## config.mk

```make
export PLATFORM = sky130hd
export DESIGN_NAME = hhrl_ctrl
export DESIGN_NICKNAME = d
export VERILOG_FILES = /design/src/host_hit_rate_limiter_core_defines.svh /design/src/hhrl_pkg.sv /design/src/hhrl_ctrl.sv
export SDC_FILE = /design/constraint.sdc
export NUM_CORES = 1
export LEC_CHECK = 0
export BUFFER_PORTS_ARGS = -buffer_cell sky130_fd_sc_hd__buf_2
export CAP_MARGIN = 20
export CORE_AREA = 2 2 39 41
export DETAILED_ROUTE_END_ITERATION = 8
export DIE_AREA = 0 0 41 43
export PLACE_DENSITY_LB_ADDON = 0.3
export SYNTH_ARGS = -nofsm -noshare
export SYNTH_HDL_FRONTEND = slang
export SYNTH_SLANG_ARGS = --single-unit
```

## constraint.sdc

```tcl
create_clock -name clk -period 1.45 [get_ports clk]
set_input_delay 0.0725 -clock clk [delete_from_list [all_inputs] [get_ports clk]]
set_output_delay 0.0725 -clock clk [all_outputs]
set_load 0.005 [all_outputs]
```

## src/host_hit_rate_limiter_core_defines.svh

```systemverilog
// Assertion macros for the host hit rate limiter.
// Used by the top level only; relies on clk and rst_n in scope.
`ifndef HOST_HIT_RATE_LIMITER_CORE_DEFINES_SVH
`define HOST_HIT_RATE_LIMITER_CORE_DEFINES_SVH

// Same-cycle implication
`define HHRL_ASSERT_NOW(lbl, ante, cons, msg) \
    lbl: assert property (@(posedge clk) disable iff (!rst_n) (ante) |-> (cons)) \
        else $error(msg);

// Next-cycle implication
`define HHRL_ASSERT_NEXT(lbl, ante, cons, msg) \
    lbl: assert property (@(posedge clk) disable iff (!rst_n) (ante) |=> (cons)) \
        else $error(msg);

`endif

```

## src/hhrl_pkg.sv

```systemverilog
// Shared types and constants of the host hit rate limiter.
// No dependencies.
`timescale 1ns / 1ps

package hhrl_pkg;

    localparam int WATCH_DEPTH_DEF = 64;

    localparam int KEY_W   = 64;
    localparam int TIME_W  = 32;
    localparam int HITS_W  = 16;
    localparam int ENTRY_W = KEY_W + TIME_W + HITS_W;
    localparam int IN_W    = 112;
    localparam int OUT_W   = 96;
    localparam int CFG_IDX_W  = 3;
    localparam int CFG_DATA_W = 24;

    // Register indexes
    localparam logic [CFG_IDX_W-1:0] CFG_HIT_THRESHOLD = 3'd0;
    localparam logic [CFG_IDX_W-1:0] CFG_WINDOW        = 3'd1;
    localparam logic [CFG_IDX_W-1:0] CFG_BLOCK_BASE    = 3'd2;
    localparam logic [CFG_IDX_W-1:0] CFG_TABLE_ID      = 3'd3;
    localparam logic [CFG_IDX_W-1:0] CFG_LIST_LIMIT    = 3'd4;
    localparam logic [CFG_IDX_W-1:0] CFG_RANDOM_PCT    = 3'd5;
    localparam logic [CFG_IDX_W-1:0] CFG_MODE          = 3'd6;

    // Mode bit positions
    localparam int MODE_WARN_FAIL  = 0;
    localparam int MODE_KEEP_BLOCK = 1;
    localparam int MODE_WARN_FULL  = 2;
    localparam int MODE_BLOCK_FULL = 3;
    localparam int MODE_LOCAL      = 4;

    // Result status codes
    localparam logic [1:0] STAT_EXISTING = 2'd0;
    localparam logic [1:0] STAT_ADDED    = 2'd1;
    localparam logic [1:0] STAT_LIMIT    = 2'd2;
    localparam logic [1:0] STAT_FULL     = 2'd3;

    localparam logic [HITS_W-1:0] SAT_COUNT = 16'hFFFF;
    localparam logic [15:0]       RAND_MID  = 16'h8000;
    localparam logic [22:0]       DUR_DIVISOR = 23'd6553500;  // 100 * 0xFFFF

    // ceil(2^69 / divisor): exact floor quotient for any 46-bit dividend
    localparam logic [47:0] DUR_RECIP =
        48'(((70'd1 << 69) + 70'(DUR_DIVISOR) - 70'd1) / 70'(DUR_DIVISOR));

    typedef enum logic [2:0] {
        ST_IDLE,
        ST_EXP_RD,
        ST_EXP_CHK,
        ST_LK_RD,
        ST_LK_CHK,
        ST_ADD,
        ST_FIN
    } hhrl_state_t;

    typedef enum logic [2:0] {
        DUR_IDLE,
        DUR_MUL1,
        DUR_MUL2,
        DUR_DIV,
        DUR_DONE
    } hhrl_dur_phase_t;

    typedef struct packed {
        logic load;
        logic rd_head;
        logic pop;
        logic rd_idx;
        logic idx_inc;
        logic hit_upd;
        logic add;
        logic out_load;
    } hhrl_cmd_t;

    typedef struct packed {
        logic occ_zero;
        logic expired;
        logic idx_end;
        logic key_match;
        logic dur_done;
        logic out_busy;
    } hhrl_sts_t;

endpackage

```

## src/hhrl_ctrl.sv

```systemverilog
// Controller state machine: expiry sweep, lookup walk, append, result handoff.
// Depends on hhrl_pkg.
`timescale 1ns / 1ps

module hhrl_ctrl (
    input  logic                 clk,
    input  logic                 rst_n,
    input  logic                 in_valid,
    output logic                 in_ready,
    output hhrl_pkg::hhrl_cmd_t  cmd,
    input  hhrl_pkg::hhrl_sts_t  sts
);

    hhrl_pkg::hhrl_state_t state_reg, state_next;

    always_ff @(posedge clk or negedge rst_n)
    begin
        if (!rst_n)
        begin
            state_reg <= hhrl_pkg::ST_IDLE;
        end
        else
        begin
            state_reg <= state_next;
        end
    end

    // Next state
    always_comb
    begin
        state_next = state_reg;
        case (state_reg)
            hhrl_pkg::ST_IDLE:
            begin
                if (in_valid)
                begin
                    state_next = hhrl_pkg::ST_EXP_RD;
                end
            end
            hhrl_pkg::ST_EXP_RD:
            begin
                state_next = sts.occ_zero ? hhrl_pkg::ST_LK_RD : hhrl_pkg::ST_EXP_CHK;
            end
            hhrl_pkg::ST_EXP_CHK:
            begin
                state_next = sts.expired ? hhrl_pkg::ST_EXP_RD : hhrl_pkg::ST_LK_RD;
            end
            hhrl_pkg::ST_LK_RD:
            begin
                state_next = sts.idx_end ? hhrl_pkg::ST_ADD : hhrl_pkg::ST_LK_CHK;
            end
            hhrl_pkg::ST_LK_CHK:
            begin
                state_next = sts.key_match ? hhrl_pkg::ST_FIN : hhrl_pkg::ST_LK_RD;
            end
            hhrl_pkg::ST_ADD:
            begin
                state_next = hhrl_pkg::ST_FIN;
            end
            hhrl_pkg::ST_FIN:
            begin
                if (sts.dur_done && !sts.out_busy)
                begin
                    state_next = hhrl_pkg::ST_IDLE;
                end
            end
            default: state_next = hhrl_pkg::ST_IDLE;
        endcase
    end

    // Commands
    always_comb
    begin
        cmd      = '0;
        in_ready = 1'b0;
        case (state_reg)
            hhrl_pkg::ST_IDLE:
            begin
                in_ready = 1'b1;
                cmd.load = in_valid;
            end
            hhrl_pkg::ST_EXP_RD:  cmd.rd_head = !sts.occ_zero;
            hhrl_pkg::ST_EXP_CHK: cmd.pop     = sts.expired;
            hhrl_pkg::ST_LK_RD:   cmd.rd_idx  = !sts.idx_end;
            hhrl_pkg::ST_LK_CHK:
            begin
                cmd.hit_upd = sts.key_match;
                cmd.idx_inc = !sts.key_match;
            end
            hhrl_pkg::ST_ADD:     cmd.add      = 1'b1;
            hhrl_pkg::ST_FIN:     cmd.out_load = sts.dur_done && !sts.out_busy;
            default: ;
        endcase
    end

endmodule

```

# After elaboration in Yosys (flattened, before gate mapping)
# Cells that the tools add are included.
# word_totals
ram_bits	0
latch_bits	0
wordCells	31
memories	0
regBits	3
romBits	0
# op_classes
n_reduce_logical	7
mul	0
order_cmp	0
n_eq_ne	8
div_mod_pow	0
shift	0
n_mux	15
bitwise	0
add_sub_neg	0
# op_table
operator	count
$pmux 3 s7	1
$eq 3x3->1 const B	3
$mux 1	9
$mux 3	3
$eq 3x2->1 const B	2
$logic_not 1->1	4
$mux 2	2
$ne 2x2->1 const B	2
$eq 3x1->1 const B	1
$logic_not 3->1	1
$reduce_and 2->1	1
$logic_and 1x1->1	1

# Logic depth before layout (Yosys ltp)
# logic_depth
word_depth	4
ltp_mapped	4
ltp_nobuf	3

# Least setup slack after synthesis
# OpenSTA, ideal clock, no wires.
# synth_path
kind	register -> register
startpoint	register state_reg[2]
endpoint	register state_reg[0]
path_buffers	1
arrival_ps	858
stages_incl_launch_ff	4
required_ps	1323
period_less_slack_ps	985
path_slack_ps	465
path_cell_list	dfrtp_1 buf_6 nor4_2 a21oi_1
# synth_between
elab_chain_len	3
elab_cells_between_ends	11
# synth_rtl
element	line	text
from (decl)	hhrl_ctrl.sv:14	hhrl_pkg::hhrl_state_t state_reg, state_next;
from (signal assigned)	hhrl_ctrl.sv:20	state_reg <= hhrl_pkg::ST_IDLE;
from (signal assigned)	hhrl_ctrl.sv:24	state_reg <= state_next;
$eq 3x3->1 / $logic_not 3->1 (equally long branches)	hhrl_ctrl.sv:32	case (state_reg)
$ne 2x2->1 (no source line)	-	
$reduce_and 2->1 (no source line)	-	
# Parallel ways exist; a longest one is shown, timed or not.
# A chain may end at the register's enable or synchronous reset.

==> summary.txt <==
Status
  – Status: finished clean

Power
  – Peak supply drop: 0.000349 V
  – PD cells: approximately 1800 mW/mm²
  – Leakage Power: 0.211 nW

Global route
  – Largest net degree at the start of global routing: 16
  – Initial antenna violation count: 0
  – First-pass GRT wire length: 952 µm
  – GRT Resource Usage Total: 0.0815
  – Remaining global-route overflow: 0
  – Vias in the first global route: 250

Hold path
  – Worst hold-check path type: in2reg

Drt
  – Via density: 4.41
  – Residual DRC: 0
  – Via count: roughly 300
  – Antenna-violating nets left: 0
  – WL/cell: roughly 9.5 µm
  – Routed wire length: between 600 and 700 µm
  – DR pass1 iterations: 3
  – 1st-iter DRT viols: 2

Floorplan
  – Die W: 41 µm
  – I/O pin count: 18
  – Full die area: roughly 0.0018 mm²
  – Die height: 43 µm
  – Starting density of the core: 0.228
  – Num rows: 14
  – Core Region: roughly 0.0014 mm²

Clocking
  – Clock Tree Buf Depth: 2
  – Clk sinks: 3
  – CTS tree: yes
  – Worst-Skew Late Latency: 0.23 ns
  – Post-CTS Setup Bufs: 0
  – CTS Buf Count: 3
  – Root buf cell: clkbuf_4
  – Worst-path clk slew: 0.04 ns
  – H-tree depth: 1

Yosys
  – EDFF count, synth: 0
  – Syn_nets: 43
  – Avg Inst Size Synth: 9.27 µm²
  – Sequential fraction of the synthesis area: 0.238
  – Largest cells by area after synthesis: dfrtp_1 24%, nor4bb_2 10%, buf_6 7.1%
  – Most frequent cells after synthesis: 3 x a21oi_1, 3 x dfrtp_1, 3 x nor2_1, 3 x nor2b_1
  – Synth Instances: 34
  – Top cell type's share of synthesized area: 0.238
  – Cell Area, Synth: 315 µm²
  – Async set or reset register ratio after synthesis: 1.00
  – Number of synthesized register bits: 3
  – Unique masters post-synth: 22
  – Synth area leader: dfrtp_1
  – YS warnings: 0
  – Predominant post-synthesis flop cell: dfrtp_1

Placed design
  – Dpl ws: about 0.26 ns
  – Post-DP Area: 390 µm²
  – Buffers on Ports: 17
  – Routability cong.: 0.678
  – DP HPWL: ~470 µm

Critical path
  – Crit path capture type: output pin
  – CP required: 1.38 ns
  – Crit path DAT: 1.27 ns
  – Critical path class: reg2out
  – Setup crit start kind: flip-flop
  – Crit path max fanout: 13

Cells and area
  – Final instance area: 432 µm²
  – Fraction of layout cells with a size suffix above 1: 0.528
  – Nets: between 60 and 70
  – Area grow syn2layout: 36.9%
  – FF/Latch Area: 77.6 µm²
  – Total inserted antenna cells: 0
  – Multi-input combinational cell area: 213 µm²
  – Utilization after layout: 0.312
  – Max reg flops: 3
  – Fill cells: around 160

STA
  – Crit path time final: 1.34 ns
  – FMAX: 745 MHz
  – Fin Hold WS: 0.142 ns
  – Slew Limit Headroom: 0.697
  – RSZ-0062 raised after global routing: no
  – Worst-Margin Slew: roughly 0.45 ns
  – Final hold vios: 0
  – Period utilisation layout: 0.926
  – Final Max Slew Viols: 0
  – Final worst slack: 0.107 ns
  – Skew final: 0.00133 ns
  – Final count of negative-setup-slack endpoints: 0
  – Fin Setup TNS: 0 ns

Flow run
  – MaxCap Viol Count: 0
worst max-delay path: stages (launching register included):
cell and delay, ns:
dfrtp_1 0.61, nor4bb_2 0.28, buf_2 0.15
kinds of logic (layout without fill, tap and decap cells):
logic type      Yosys count  in the layout  share of synthesized area
buf+inv                   3             22                     0.0952
mux                       1              1                     0.0317
flops                     3              3                      0.238
compound gates            7              7                      0.139
simple gates             20             20                      0.496
cell type report:
cell class | count | area share
multi-input combinational | 28 | 0.493
tap | 16 | 0.0464
timing repair buffer | 18 | 0.220
sequential | 3 | 0.180
clock buffer | 4 | 0.0609
timing repair:
action	CTS	global route
hold buffers	1	0
endpoints found under the hold margin	3	0
setup endpoints to repair	1	3
resized for setup	1	2
where the power goes:
group	leakage, nW	total (W)	switching, W	internal (W)
Sequential	0.0335	0.000306	0.000174	0.000133
Combinational	0.162	0.000334	0.000114	0.000220
Clock	0.0150	0.000145	0.0000418	0.000103
layer usage:
metal / track usage / vias to the layer above / share of wire
met2: 0.109 / 8 / 0.51
met1: 0.100 / 135 / 0.42
met3: 0.0157 / 0 / 0.069
met4: 0.0800 / 0 / 0
met5: 0 / - / 0
li1: - / 161 / -
stage by stage:
stage                     std cells  power [W]
final                            69   0.000785
after floorplan                  34   0.000583
after global placement           64   0.000630
after CTS                        69   0.000789
after detailed placement         64   0.000629
after global routing             69   0.000868
layout by cell type, fill, tap and decap left out, types with 2 or more instances in the layout:
cell type and n:
nor2b_1 3, nor2_1 2, dfrtp_2 2, a21oi_1 3, buf_2 17, nor4bb_2 2, nand2_1 2, clkbuf_4 3
nand2b_1 2
path summary, 6_finish.rpt:
| check | startpoint | cells past startpoint | endpoint | slack (ns) |
|---|---|---|---|---|
| max | state_reg[1] | 2 | cmd[5] | 0.11 |
| min | in_valid | 3 | state_reg[0] | 0.14 |
| max reg2reg | state_reg[1] | 3 | state_reg[0] | 0.32 |
| min reg2reg | state_reg[2] | 1 | state_reg[1] | 0.72 |
| max in group asynchronous | rst_n | 2 | state_reg[0] | 1.17 |
| min in group asynchronous | rst_n | 2 | state_reg[1] | 0.17 |
No activity file was read; power rests on OpenSTA's default activity.
